$ cat src/hdl/swg_pkg.sv
// ----------------------------------------------------------------------------
// swg_pkg: shared definitions for the sawtooth/triangle wave generator
// Widths, register map, reset values and sequencer states.
// ----------------------------------------------------------------------------
package swg_pkg;

    // Output and phase widths
    localparam int DAC_BITS   = 12;
    localparam int PHASE_BITS = 16;
    localparam int VREF_MV    = 5000;
    localparam int DAC_MAX    = (1 << DAC_BITS) - 1;

    // Configuration field widths
    localparam int MODE_W   = 1;
    localparam int TICKS_W  = 16;
    localparam int AMP_W    = 14;
    localparam int OFFS_W   = 15;

    // Datapath widths
    localparam int OP_W     = 18;                  // shared multiplier operand
    localparam int PROD_W   = 2 * OP_W;            // product and accumulator
    localparam int DIV_W    = 29;                  // VREF_MV * 65535 fits here
    localparam int REM_W    = DIV_W + DAC_BITS;    // scaled numerator
    localparam int CNT_W    = $clog2(DAC_BITS);

    // APB
    localparam int ADDR_W   = 5;
    localparam int DATA_W   = 32;

    // Register index within the map (byte address = 4 * index)
    typedef enum logic [2:0] {
        REG_WAVE_MODE    = 3'd0,
        REG_PERIOD_TICKS = 3'd1,
        REG_AMPLITUDE_MV = 3'd2,
        REG_OFFSET_MV    = 3'd3,
        REG_RISE_TICKS   = 3'd4,
        REG_FALL_TICKS   = 3'd5
    } reg_idx_t;

    // Reset values
    localparam logic [MODE_W-1:0]  RST_WAVE_MODE = '0;
    localparam logic [TICKS_W-1:0] RST_PERIOD    = 16'd3000;
    localparam logic [AMP_W-1:0]   RST_AMPLITUDE = 14'd3000;
    localparam logic [OFFS_W-1:0]  RST_OFFSET    = 15'd1000;
    localparam logic [TICKS_W-1:0] RST_RISE      = 16'd1500;
    localparam logic [TICKS_W-1:0] RST_FALL      = 16'd1500;

    localparam logic [MODE_W-1:0]  MODE_SAWTOOTH = 1'b0;

    // Sequencer states
    typedef enum logic [2:0] {
        ST_IDLE,
        ST_SETUP,
        ST_MUL_A,
        ST_MUL_B,
        ST_MUL_C,
        ST_CHECK,
        ST_DIV,
        ST_DONE
    } state_t;

endpackage

$ cat src/hdl/sawtooth_triangle_wave_generator.sv
// ----------------------------------------------------------------------------
// sawtooth_triangle_wave_generator
// Phase counter, waveform evaluation and DAC scaling with one shared
// multiplier and a bit-serial divider under a small sequencer.
// ----------------------------------------------------------------------------
// Each accepted item with tick = 1 advances the phase counter (which wraps to
// 1 beyond period_ticks) and yields exactly one result: the waveform value in
// mV, clamped to 0..5000 mV and scaled to a DAC code by truncation, plus a
// clamped flag. A tick = 0 item leaves the block idle and yields nothing.
// An in-range sample occupies the block from acceptance until the next one: a
// setup step, three passes through the shared 18x18 multiplier, one range
// check, DAC_BITS (12) restoring divide steps and the hand-off to the output
// register, which waits out an output stall. A clamped sample skips the
// divider. The output register holds a finished result while the next item is
// accepted and worked on. Configuration is to be written over APB (byte
// addresses 0, 4, ... 20) only while idle; the block does not enforce this.
// ----------------------------------------------------------------------------
module sawtooth_triangle_wave_generator (
    input  logic                        clk,
    input  logic                        rst_n,
    // input items
    input  logic                        in_valid,
    output logic                        in_stall,
    input  logic                        tick,
    // result items
    output logic                        out_valid,
    input  logic                        out_stall,
    output logic [swg_pkg::DAC_BITS-1:0] dac_code,
    output logic                        clamped,
    // configuration
    input  logic                        psel,
    input  logic                        penable,
    input  logic                        pwrite,
    input  logic [swg_pkg::ADDR_W-1:0]  paddr,
    input  logic [swg_pkg::DATA_W-1:0]  pwdata,
    output logic [swg_pkg::DATA_W-1:0]  prdata,
    output logic                        pready
);
    import swg_pkg::*;

    // ------------------------------------------------------------------
    // Configuration registers
    // ------------------------------------------------------------------
    logic [MODE_W-1:0]  wave_mode_reg;
    logic [TICKS_W-1:0] period_reg;
    logic [AMP_W-1:0]   amplitude_reg;
    logic [OFFS_W-1:0]  offset_reg;
    logic [TICKS_W-1:0] rise_reg;
    logic [TICKS_W-1:0] fall_reg;

    reg_idx_t cfg_idx;
    logic     cfg_wr;

    assign cfg_idx = reg_idx_t'(paddr[ADDR_W-1:2]);
    assign cfg_wr  = psel && penable && pwrite && pready;
    assign pready  = 1'b1;

    always_ff @(posedge clk or negedge rst_n)
    begin
        if (!rst_n)
        begin
            wave_mode_reg <= RST_WAVE_MODE;
            period_reg    <= RST_PERIOD;
            amplitude_reg <= RST_AMPLITUDE;
            offset_reg    <= RST_OFFSET;
            rise_reg      <= RST_RISE;
            fall_reg      <= RST_FALL;
        end
        else if (cfg_wr)
        begin
            unique case (cfg_idx)
                REG_WAVE_MODE:    wave_mode_reg <= pwdata[MODE_W-1:0];
                REG_PERIOD_TICKS: period_reg    <= pwdata[TICKS_W-1:0];
                REG_AMPLITUDE_MV: amplitude_reg <= pwdata[AMP_W-1:0];
                REG_OFFSET_MV:    offset_reg    <= pwdata[OFFS_W-1:0];
                REG_RISE_TICKS:   rise_reg      <= pwdata[TICKS_W-1:0];
                REG_FALL_TICKS:   fall_reg      <= pwdata[TICKS_W-1:0];
                default:          ;   // unmapped addresses ignored
            endcase
        end
    end

    always_comb
    begin
        unique case (cfg_idx)
            REG_WAVE_MODE:    prdata = DATA_W'(wave_mode_reg);
            REG_PERIOD_TICKS: prdata = DATA_W'(period_reg);
            REG_AMPLITUDE_MV: prdata = DATA_W'(amplitude_reg);
            REG_OFFSET_MV:    prdata = {{(DATA_W-OFFS_W){offset_reg[OFFS_W-1]}}, offset_reg};
            REG_RISE_TICKS:   prdata = DATA_W'(rise_reg);
            REG_FALL_TICKS:   prdata = DATA_W'(fall_reg);
            default:          prdata = '0;
        endcase
    end

    // ------------------------------------------------------------------
    // Sequencer and datapath registers
    // ------------------------------------------------------------------
    state_t                    state_reg, state_next;
    logic [PHASE_BITS-1:0]     phase_reg, phase_next;
    logic signed [OP_W-1:0]    x0_reg, x0_next, y0_reg, y0_next;
    logic signed [OP_W-1:0]    x1_reg, x1_next, y1_reg, y1_next;
    logic                      sub_reg, sub_next;
    logic [TICKS_W-1:0]        den_reg, den_next;
    logic signed [PROD_W-1:0]  prod_reg, prod_next;
    logic signed [PROD_W-1:0]  acc_reg, acc_next;
    logic [REM_W-1:0]          rem_reg, rem_next;
    logic [REM_W-1:0]          dsh_reg, dsh_next;
    logic [DAC_BITS-1:0]       quo_reg, quo_next;
    logic [CNT_W-1:0]          cnt_reg, cnt_next;
    logic                      clamp_reg, clamp_next;
    logic                      out_valid_reg, out_valid_next;
    logic [DAC_BITS-1:0]       dac_code_reg, dac_code_next;
    logic                      clamped_reg, clamped_next;

    // ------------------------------------------------------------------
    // Phase step
    // ------------------------------------------------------------------
    logic [PHASE_BITS:0] phase_inc;
    logic [PHASE_BITS:0] phase_wrapped;

    assign phase_inc     = {1'b0, phase_reg} + (PHASE_BITS+1)'(1);
    assign phase_wrapped = (phase_inc > {1'b0, period_reg} || phase_inc[PHASE_BITS])
                         ? (PHASE_BITS+1)'(1) : phase_inc;

    // ------------------------------------------------------------------
    // Operand setup: num = x0*y0 +/- x1*y1 over den
    // ------------------------------------------------------------------
    logic [PHASE_BITS-1:0]  t_val;
    logic                   over_rise;
    logic signed [OP_W-1:0] a_s, off_s, t_s, aoff_s, tmr_s;
    logic signed [OP_W-1:0] den_s;
    logic [TICKS_W-1:0]     den_sel;
    logic signed [OP_W-1:0] sx0, sy0, sx1, sy1;
    logic                   ssub;

    assign t_val     = (phase_reg >= period_reg) ? '0 : phase_reg;
    assign over_rise = (t_val > rise_reg);
    assign a_s       = OP_W'(amplitude_reg);
    assign off_s     = {{(OP_W-OFFS_W){offset_reg[OFFS_W-1]}}, offset_reg};
    assign t_s       = OP_W'(t_val);
    assign aoff_s    = a_s + off_s;
    assign tmr_s     = OP_W'(t_val) - OP_W'(rise_reg);
    assign den_s     = OP_W'(den_sel);

    always_comb
    begin
        // zero divisor: den of one, slope term drops out
        if (wave_mode_reg == MODE_SAWTOOTH)
            den_sel = (period_reg == '0) ? TICKS_W'(1) : period_reg;
        else if (over_rise)
            den_sel = (fall_reg == '0) ? TICKS_W'(1) : fall_reg;
        else
            den_sel = (rise_reg == '0) ? TICKS_W'(1) : rise_reg;

        if (wave_mode_reg != MODE_SAWTOOTH && over_rise)
        begin
            // falling slope: (a+off)*den - a*(t-rise)
            sx0  = aoff_s;
            sy0  = den_s;
            sx1  = (fall_reg == '0) ? '0 : a_s;
            sy1  = tmr_s;
            ssub = 1'b1;
        end
        else
        begin
            // rising slope or sawtooth: a*t + off*den
            sx0  = a_s;
            sy0  = t_s;
            sx1  = off_s;
            sy1  = den_s;
            ssub = 1'b0;
        end
    end

    // ------------------------------------------------------------------
    // Shared multiplier
    // ------------------------------------------------------------------
    logic signed [OP_W-1:0]   mul_a, mul_b;
    logic signed [PROD_W-1:0] mul_p;

    always_comb
    begin
        unique case (state_reg)
            ST_MUL_A:
            begin
                mul_a = x0_reg;
                mul_b = y0_reg;
            end
            ST_MUL_B:
            begin
                mul_a = x1_reg;
                mul_b = y1_reg;
            end
            default:
            begin
                // full-scale divisor VREF_MV * den
                mul_a = OP_W'(den_reg);
                mul_b = OP_W'(VREF_MV);
            end
        endcase
    end

    assign mul_p = mul_a * mul_b;

    // ------------------------------------------------------------------
    // Scale and divide helpers
    // ------------------------------------------------------------------
    logic [PROD_W+DAC_BITS-1:0] scaled;
    logic                       rem_ge;

    // num * DAC_MAX as (num << DAC_BITS) - num
    assign scaled = {acc_reg, {DAC_BITS{1'b0}}}
                  - {{DAC_BITS{acc_reg[PROD_W-1]}}, acc_reg};
    assign rem_ge = (rem_reg >= dsh_reg);

    // ------------------------------------------------------------------
    // Next state and datapath
    // ------------------------------------------------------------------
    always_comb
    begin
        state_next     = state_reg;
        phase_next     = phase_reg;
        x0_next        = x0_reg;
        y0_next        = y0_reg;
        x1_next        = x1_reg;
        y1_next        = y1_reg;
        sub_next       = sub_reg;
        den_next       = den_reg;
        prod_next      = prod_reg;
        acc_next       = acc_reg;
        rem_next       = rem_reg;
        dsh_next       = dsh_reg;
        quo_next       = quo_reg;
        cnt_next       = cnt_reg;
        clamp_next     = clamp_reg;
        dac_code_next  = dac_code_reg;
        clamped_next   = clamped_reg;
        out_valid_next = out_valid_reg && out_stall;

        unique case (state_reg)
            ST_IDLE:
            begin
                if (in_valid && tick)
                begin
                    phase_next = phase_wrapped[PHASE_BITS-1:0];
                    state_next = ST_SETUP;
                end
            end
            ST_SETUP:
            begin
                x0_next    = sx0;
                y0_next    = sy0;
                x1_next    = sx1;
                y1_next    = sy1;
                sub_next   = ssub;
                den_next   = den_sel;
                state_next = ST_MUL_A;
            end
            ST_MUL_A:
            begin
                prod_next  = mul_p;
                state_next = ST_MUL_B;
            end
            ST_MUL_B:
            begin
                acc_next   = prod_reg;
                prod_next  = mul_p;
                state_next = ST_MUL_C;
            end
            ST_MUL_C:
            begin
                acc_next   = sub_reg ? (acc_reg - prod_reg) : (acc_reg + prod_reg);
                prod_next  = mul_p;
                state_next = ST_CHECK;
            end
            ST_CHECK:
            begin
                // acc = numerator in mV * den, prod = 5000 * den
                if (acc_reg < 0)
                begin
                    quo_next   = '0;
                    clamp_next = 1'b1;
                    state_next = ST_DONE;
                end
                else if (acc_reg > prod_reg)
                begin
                    quo_next   = DAC_BITS'(DAC_MAX);
                    clamp_next = 1'b1;
                    state_next = ST_DONE;
                end
                else
                begin
                    rem_next   = scaled[REM_W-1:0];
                    dsh_next   = REM_W'({prod_reg[DIV_W-1:0], {(DAC_BITS-1){1'b0}}});
                    quo_next   = '0;
                    cnt_next   = CNT_W'(DAC_BITS-1);
                    clamp_next = 1'b0;
                    state_next = ST_DIV;
                end
            end
            ST_DIV:
            begin
                // restoring divide, one quotient bit per cycle, MSB first
                if (rem_ge)
                    rem_next = rem_reg - dsh_reg;
                quo_next = {quo_reg[DAC_BITS-2:0], rem_ge};
                dsh_next = dsh_reg >> 1;
                cnt_next = cnt_reg - CNT_W'(1);
                if (cnt_reg == '0)
                    state_next = ST_DONE;
            end
            ST_DONE:
            begin
                if (!out_valid_reg || !out_stall)
                begin
                    out_valid_next = 1'b1;
                    dac_code_next  = quo_reg;
                    clamped_next   = clamp_reg;
                    state_next     = ST_IDLE;
                end
            end
            default:
            begin
                state_next = ST_IDLE;
            end
        endcase
    end

    always_ff @(posedge clk or negedge rst_n)
    begin
        if (!rst_n)
        begin
            state_reg     <= ST_IDLE;
            phase_reg     <= '0;
            out_valid_reg <= 1'b0;
        end
        else
        begin
            state_reg     <= state_next;
            phase_reg     <= phase_next;
            out_valid_reg <= out_valid_next;
        end
    end

    // payload registers, no reset
    always_ff @(posedge clk)
    begin
        x0_reg       <= x0_next;
        y0_reg       <= y0_next;
        x1_reg       <= x1_next;
        y1_reg       <= y1_next;
        sub_reg      <= sub_next;
        den_reg      <= den_next;
        prod_reg     <= prod_next;
        acc_reg      <= acc_next;
        rem_reg      <= rem_next;
        dsh_reg      <= dsh_next;
        quo_reg      <= quo_next;
        cnt_reg      <= cnt_next;
        clamp_reg    <= clamp_next;
        dac_code_reg <= dac_code_next;
        clamped_reg  <= clamped_next;
    end

    assign in_stall  = (state_reg != ST_IDLE);
    assign out_valid = out_valid_reg;
    assign dac_code  = dac_code_reg;
    assign clamped   = clamped_reg;

endmodule

$ cat config.mk
export PLATFORM = sky130hd
export DESIGN_NAME = sawtooth_triangle_wave_generator
export DESIGN_NICKNAME = d
export VERILOG_FILES = /design/src/hdl/swg_pkg.sv /design/src/hdl/sawtooth_triangle_wave_generator.sv
export SDC_FILE = /design/constraint.sdc
export NUM_CORES = 2
export LEC_CHECK = 0
export BUFFER_PORTS_ARGS = -buffer_cell sky130_fd_sc_hd__buf_2
export CORE_AREA = 4 4 328 266
export CTS_CLUSTER_DIAMETER = 30
export DETAILED_ROUTE_END_ITERATION = 8
export DIE_AREA = 0 0 332 270
export REMOVE_ABC_BUFFERS = 1
export SLEW_MARGIN = 20
export SYNTH_ARGS = -nofsm -noshare
export SYNTH_HDL_FRONTEND = slang
export SYNTH_SLANG_ARGS = --single-unit
$ cat constraint.sdc
create_clock -name clk -period 24.6 [get_ports clk]
set_input_delay 6.15 -clock clk [delete_from_list [all_inputs] [get_ports clk]]
set_output_delay 6.15 -clock clk [all_outputs]
set_load 0.05 [all_outputs]
# ---- Word level (Yosys, flattened, before mapping)
# Cells that the tools add are included.
dict set report word_totals {
  ff_bits 368
  input_bits 45
  output_inout_bits 48
  wordCells 129
}
dict set report op_classes {
  addsub 8
  n_mul 1
  order_cmp 6
  n_eq_ne 18
  n_mux 40
  reduce_logical 30
}
# cell n
set ops {}
lappend ops {{$mux W41} 5}
lappend ops {{$pmux W32 S6} 1}
lappend ops {{$pmux W41 S2} 2}
lappend ops {{$mux W16} 9}
lappend ops {{$sub A41 B41 Y41} 2}
lappend ops {{$pmux W18 S2} 2}
lappend ops {{$pmux W36 S2} 1}
lappend ops {{$logic_not A16 Y1} 3}
lappend ops {{$ge A41 B41 Y1} 1}
lappend ops {{$add A36 B36 Y36} 1}
lappend ops {{$gt A36 B36 Y1} 1}
lappend ops {{$lt A36 B1 Y1 const B} 1}
lappend ops {{$mul A18 B18 Y36} 1}
lappend ops {{$mux W36} 1}
lappend ops {{$sub A36 B36 Y36} 1}
lappend ops {{$mux W14} 2}
lappend ops {{$mux W12} 2}
lappend ops {{$pmux W12 S2} 1}
lappend ops {{$pmux W3 S8} 1}
lappend ops {{$eq A3 B3 Y1 const B} 6}
lappend ops {{$mux W18} 1}
lappend ops {{$add A16 B1 Y17 const B} 1}
lappend ops {{$gt A17 B16 Y1} 1}
lappend ops {{$sub A16 B16 Y17} 1}
lappend ops {{other kinds (22)} 55}

# ---- Logic depth before layout (Yosys ltp)
dict set report logic_depth {
  depth_word 6
  depth_mapped 30
  mapped_depth_nobuf 27
}

# ---- Least setup slack after synthesis
# No wires, ideal clock.
dict set report synth_path {
  path_kind {input port to output port}
  start {input port paddr[2] in the netlist's numbering}
  end {output port prdata[17] in the netlist's numbering}
  arrival_time_ns 8.864
  required_ns 18.450
  slack_ns 9.586
  stages 6
  path_buffers 4
  cell_sequence {clkbuf_1 > clkbuf_1 > clkbuf_1 > nand2_1 > nor2_1 > buf_4}
}
dict set report synth_via {
  elab_chain_cells 2
  elab_cells_between_ends 7
}
# element line_no
set synth_lines {}
lappend synth_lines {{start: declaration} sawtooth_triangle_wave_generator.sv:34} ;# input logic [swg_pkg::ADDR_W-1:0] paddr,
lappend synth_lines {{$eq A3 B3 Y1, or another cell as far along} sawtooth_triangle_wave_generator.sv:85} ;# unique case (cfg_idx)
lappend synth_lines {{$pmux W32 S6 *} sawtooth_triangle_wave_generator.sv:85}
lappend synth_lines {{end: declaration} sawtooth_triangle_wave_generator.sv:36} ;# output logic [swg_pkg::DATA_W-1:0] prdata,
# Every way passes the cells marked *; elsewhere a longest branch is shown, timed or not.

# ---- Final worst setup path
dict set report layout_path {
  start {input port paddr[2] in the netlist's numbering}
  end {output port prdata[1] in the netlist's numbering}
}
# The elaborated chain is that of the path after synthesis.

==> flow_metrics.tcl <==
set metrics [dict create \
    worstMarginPinSlew_ns 1.094 \
    cp_common_cell "buf_2" \
    ys_top_cells_by_area "edfxtp_1 21%, fa_1 17%, ha_1 9.9%, inv_1 6.0%, nand2_1 4.5%" \
    syn2layout_area_growth_pct 12.00 \
    cts.sinks 362 \
    synth_cell_types 87 \
    finalCriticalPeriod_ns 14.82 \
    yosysWarnings 0 \
    fp.dieH_um 270 \
    dpl_cell_area_sq_um 38810 \
    rows 95 \
    path_buf_inv 2 \
    endpoint_kind "primary output" \
    clkTransAtPathRegs_ns 0.04 \
    io_buffers 73 \
    met2_length_mm 44.92 \
    worstPathRequired_ns 18.45 \
    yosysMostFrequentCell "inv_1" \
    hpwl_mm 78.98 \
    drive_above_1_share_pct 10.65 \
    clockBufferDepth 3 \
    fin_ws_ns 9.777 \
    drc 0 \
    cp_slowest_stage_delay_ns 0.92 \
    core_sq_um 83680 \
    synth-edff-count 264 \
    vias 29260 \
    min_path_type "reg -> reg" \
    drt_iter0_drc 2219 \
    ant_nets 0 \
    cp_slowest_cell "nor2b_1" \
    status "finished, final reports clean" \
    pre_cts_slack_ns 9.815 \
    h-tree-depth 3 \
    track_usage_pct 22.80 \
    grt_pass1_vias 28950 \
    overflow 0 \
    largest_reg_flops 41 \
    crit_arrival_ns 8.67 \
    setup-violations-final 0 \
    synth_seq_area_share_pct 27.83 \
    antenna_found_initial 1 \
    synth_top_cell_area_share_pct 21.17 \
    critPathKind "in -> out" \
    rsz0062_at_grt "no" \
    top_layer "met5" \
    cp_top_family "buffers and inverters" \
    wire_per_inst_um 19.28 \
    clkLatencyLatePin_ns 0.65 \
    firstDrtPassIters 6 \
    grt_pass1_wl_mm 163.8 \
    m1WireLength_mm 48.40 \
    cts_resized 0 \
    io-pin-count 93 \
    finalCritPeriodShare_pct 60.26 \
    cp-start-kind "primary input" \
    dieArea_sq_um 89640 \
    yosys.area.top_type "edfxtp_1" \
    syn-cell-area_sq_um 37450 \
    max-slew-margin-rel_pct 25.18 \
    diodes 0 \
    skew_ns 0.04693 \
    post-cts-setup-buffer-count 0 \
    hold_viol 0 \
    tns_ns 0 \
    crit_path_max_fanout 38 \
    cts.root.buffer_cell "clkbuf_16" \
    vias_per_cell 5.500 \
    synth_seq_cells 362 \
    start_util_pct 44.75 \
    dr_wl_met3_mm 6.181 \
    stdcell_area_sq_um 41940 \
    fmax_mhz 67.46 \
    max_cap_viol_count 0 \
    drv_slew 0 \
    crit_chain "buf_2, nor2b_1, a22oi_1, o22ai_1, buf_2" \
    grt_max_degree 78 \
    async_flop_share_pct 27.07 \
    place_congestion 0.9292 \
    fillers 7912 \
    syn_avg_cell_area_sq_um 9.113 \
    drt-total-wl_mm 102.6 \
    cts_tree "done" \
    cts_made_buffers 87 \
    cts_hold_buf 0 \
    die_x_um 332 \
    synth_common_cells "596 x inv_1, 447 x nand2_1, 334 x nor2_1" \
    ys.flop_type "edfxtp_1" \
    syn-instance-count 4109 \
    nNetsFinal 4797 \
]
-- routing by layer --
metal | up-vias | global-route usage, %
li1 | 14020 | -
met1 | 14210 | 33.23
met2 | 878 | 35.07
met3 | 155 | 3.465
met4 | 2 | 6.989
met5 | - | 0
-- stage by stage --
stage               hold slack, ns  util (%)  instances
CTS                         0.4166     50.12       5321
global route                0.4377     50.12       5321
finish                      0.4147     50.12       5321
floorplan                   0.4003         -       3936
global placement            0.4035     46.38       5159
detailed placement          0.4063     46.38       5159
-- worst register-to-register path: stages (launching register included) --
cell      delay (ns)
dfrtp_1         0.57
nand2b_2        0.28
buf_4           0.34
nor2_1          0.70
a21oi_1         0.08
buf_4           0.22
nor2_1          0.27
inv_1           0.11
fa_1            0.72
fa_1            0.48
inv_1           0.14
ha_1            0.42
inv_1           0.29
fa_1            0.57
inv_1           0.05
fa_1            0.52
inv_1           0.05
fa_1            0.47
inv_1           0.04
ha_1            0.39
o21ai_0         0.30
o311a_1         0.44
o31ai_1         0.31
a21oi_1         0.14
xnor2_1         0.50
-- logic make-up after synthesis --
| family | Yosys count | share of synthesized area, % |
|---|---|---|
| other cells | 1 | 0.01001 |
| fa+ha+maj | 619 | 27.16 |
| mux | 140 | 4.090 |
| simple gates | 1171 | 14.20 |
| xor+xnor | 162 | 3.789 |
| compound gates | 882 | 14.97 |
| flops | 362 | 27.83 |
| buf+inv | 772 | 7.959 |
-- cell usage in the layout (no fill, tap or decap), drive strengths merged, types with 16 or more instances in the layout --
cell type,netlist,layout
a211oi,23,23
a21o,119,119
a21oi,236,236
a22oi,16,16
a31oi,19,19
and2,29,29
and3,29,29
buf,44,108
clkbuf,129,100
clkinv,1,28
dfrtp,64,64
dfstp,34,34
edfxtp,264,264
fa,323,323
ha,296,296
inv,598,605
mux2,94,94
mux2i,45,45
nand2,447,447
nand2b,32,32
nand3,61,61
nand4,28,28
nor2,334,334
nor2b,42,42
nor3,64,64
nor4,21,21
o211ai,17,17
o21a,40,40
o21ai,236,236
o21bai,30,30
o22ai,21,21
o31ai,16,16
or3,23,23
xnor2,102,102
xor2,60,60
-- layout make-up --
type                            count  area (sq um)  share of cell area (%)
Clock buffer                      100          2308                   5.504
Clock inverter                     62         820.8                   1.957
Inverter                          599          2248                   5.361
Multi-Input combinational cell   2975         24110                   57.50
Sequential cell                   362         10420                   24.85
Tap cell                         1115          1395                   3.326
Timing Repair Buffer              108         630.6                   1.504
-- worst paths after layout --
path / start / end / slack [ns] / depth (start not counted)
min in group asynchronous: rst_n / period_reg[13] / 5.55 / 1
max: paddr[2] / prdata[1] / 9.78 / 5
min reg2reg: clamp_reg / clamped / 0.41 / 0
min: clamp_reg / clamped / 0.41 / 0
max reg2reg: state_reg[2] / prod_reg[35] / 15.95 / 24
max in group asynchronous: rst_n / state_reg[0] / 17.91 / 2
Power is left out: the tool's default activity adds up to more than one toggle a clock period on the data nets, which glitch-free logic cannot reach.
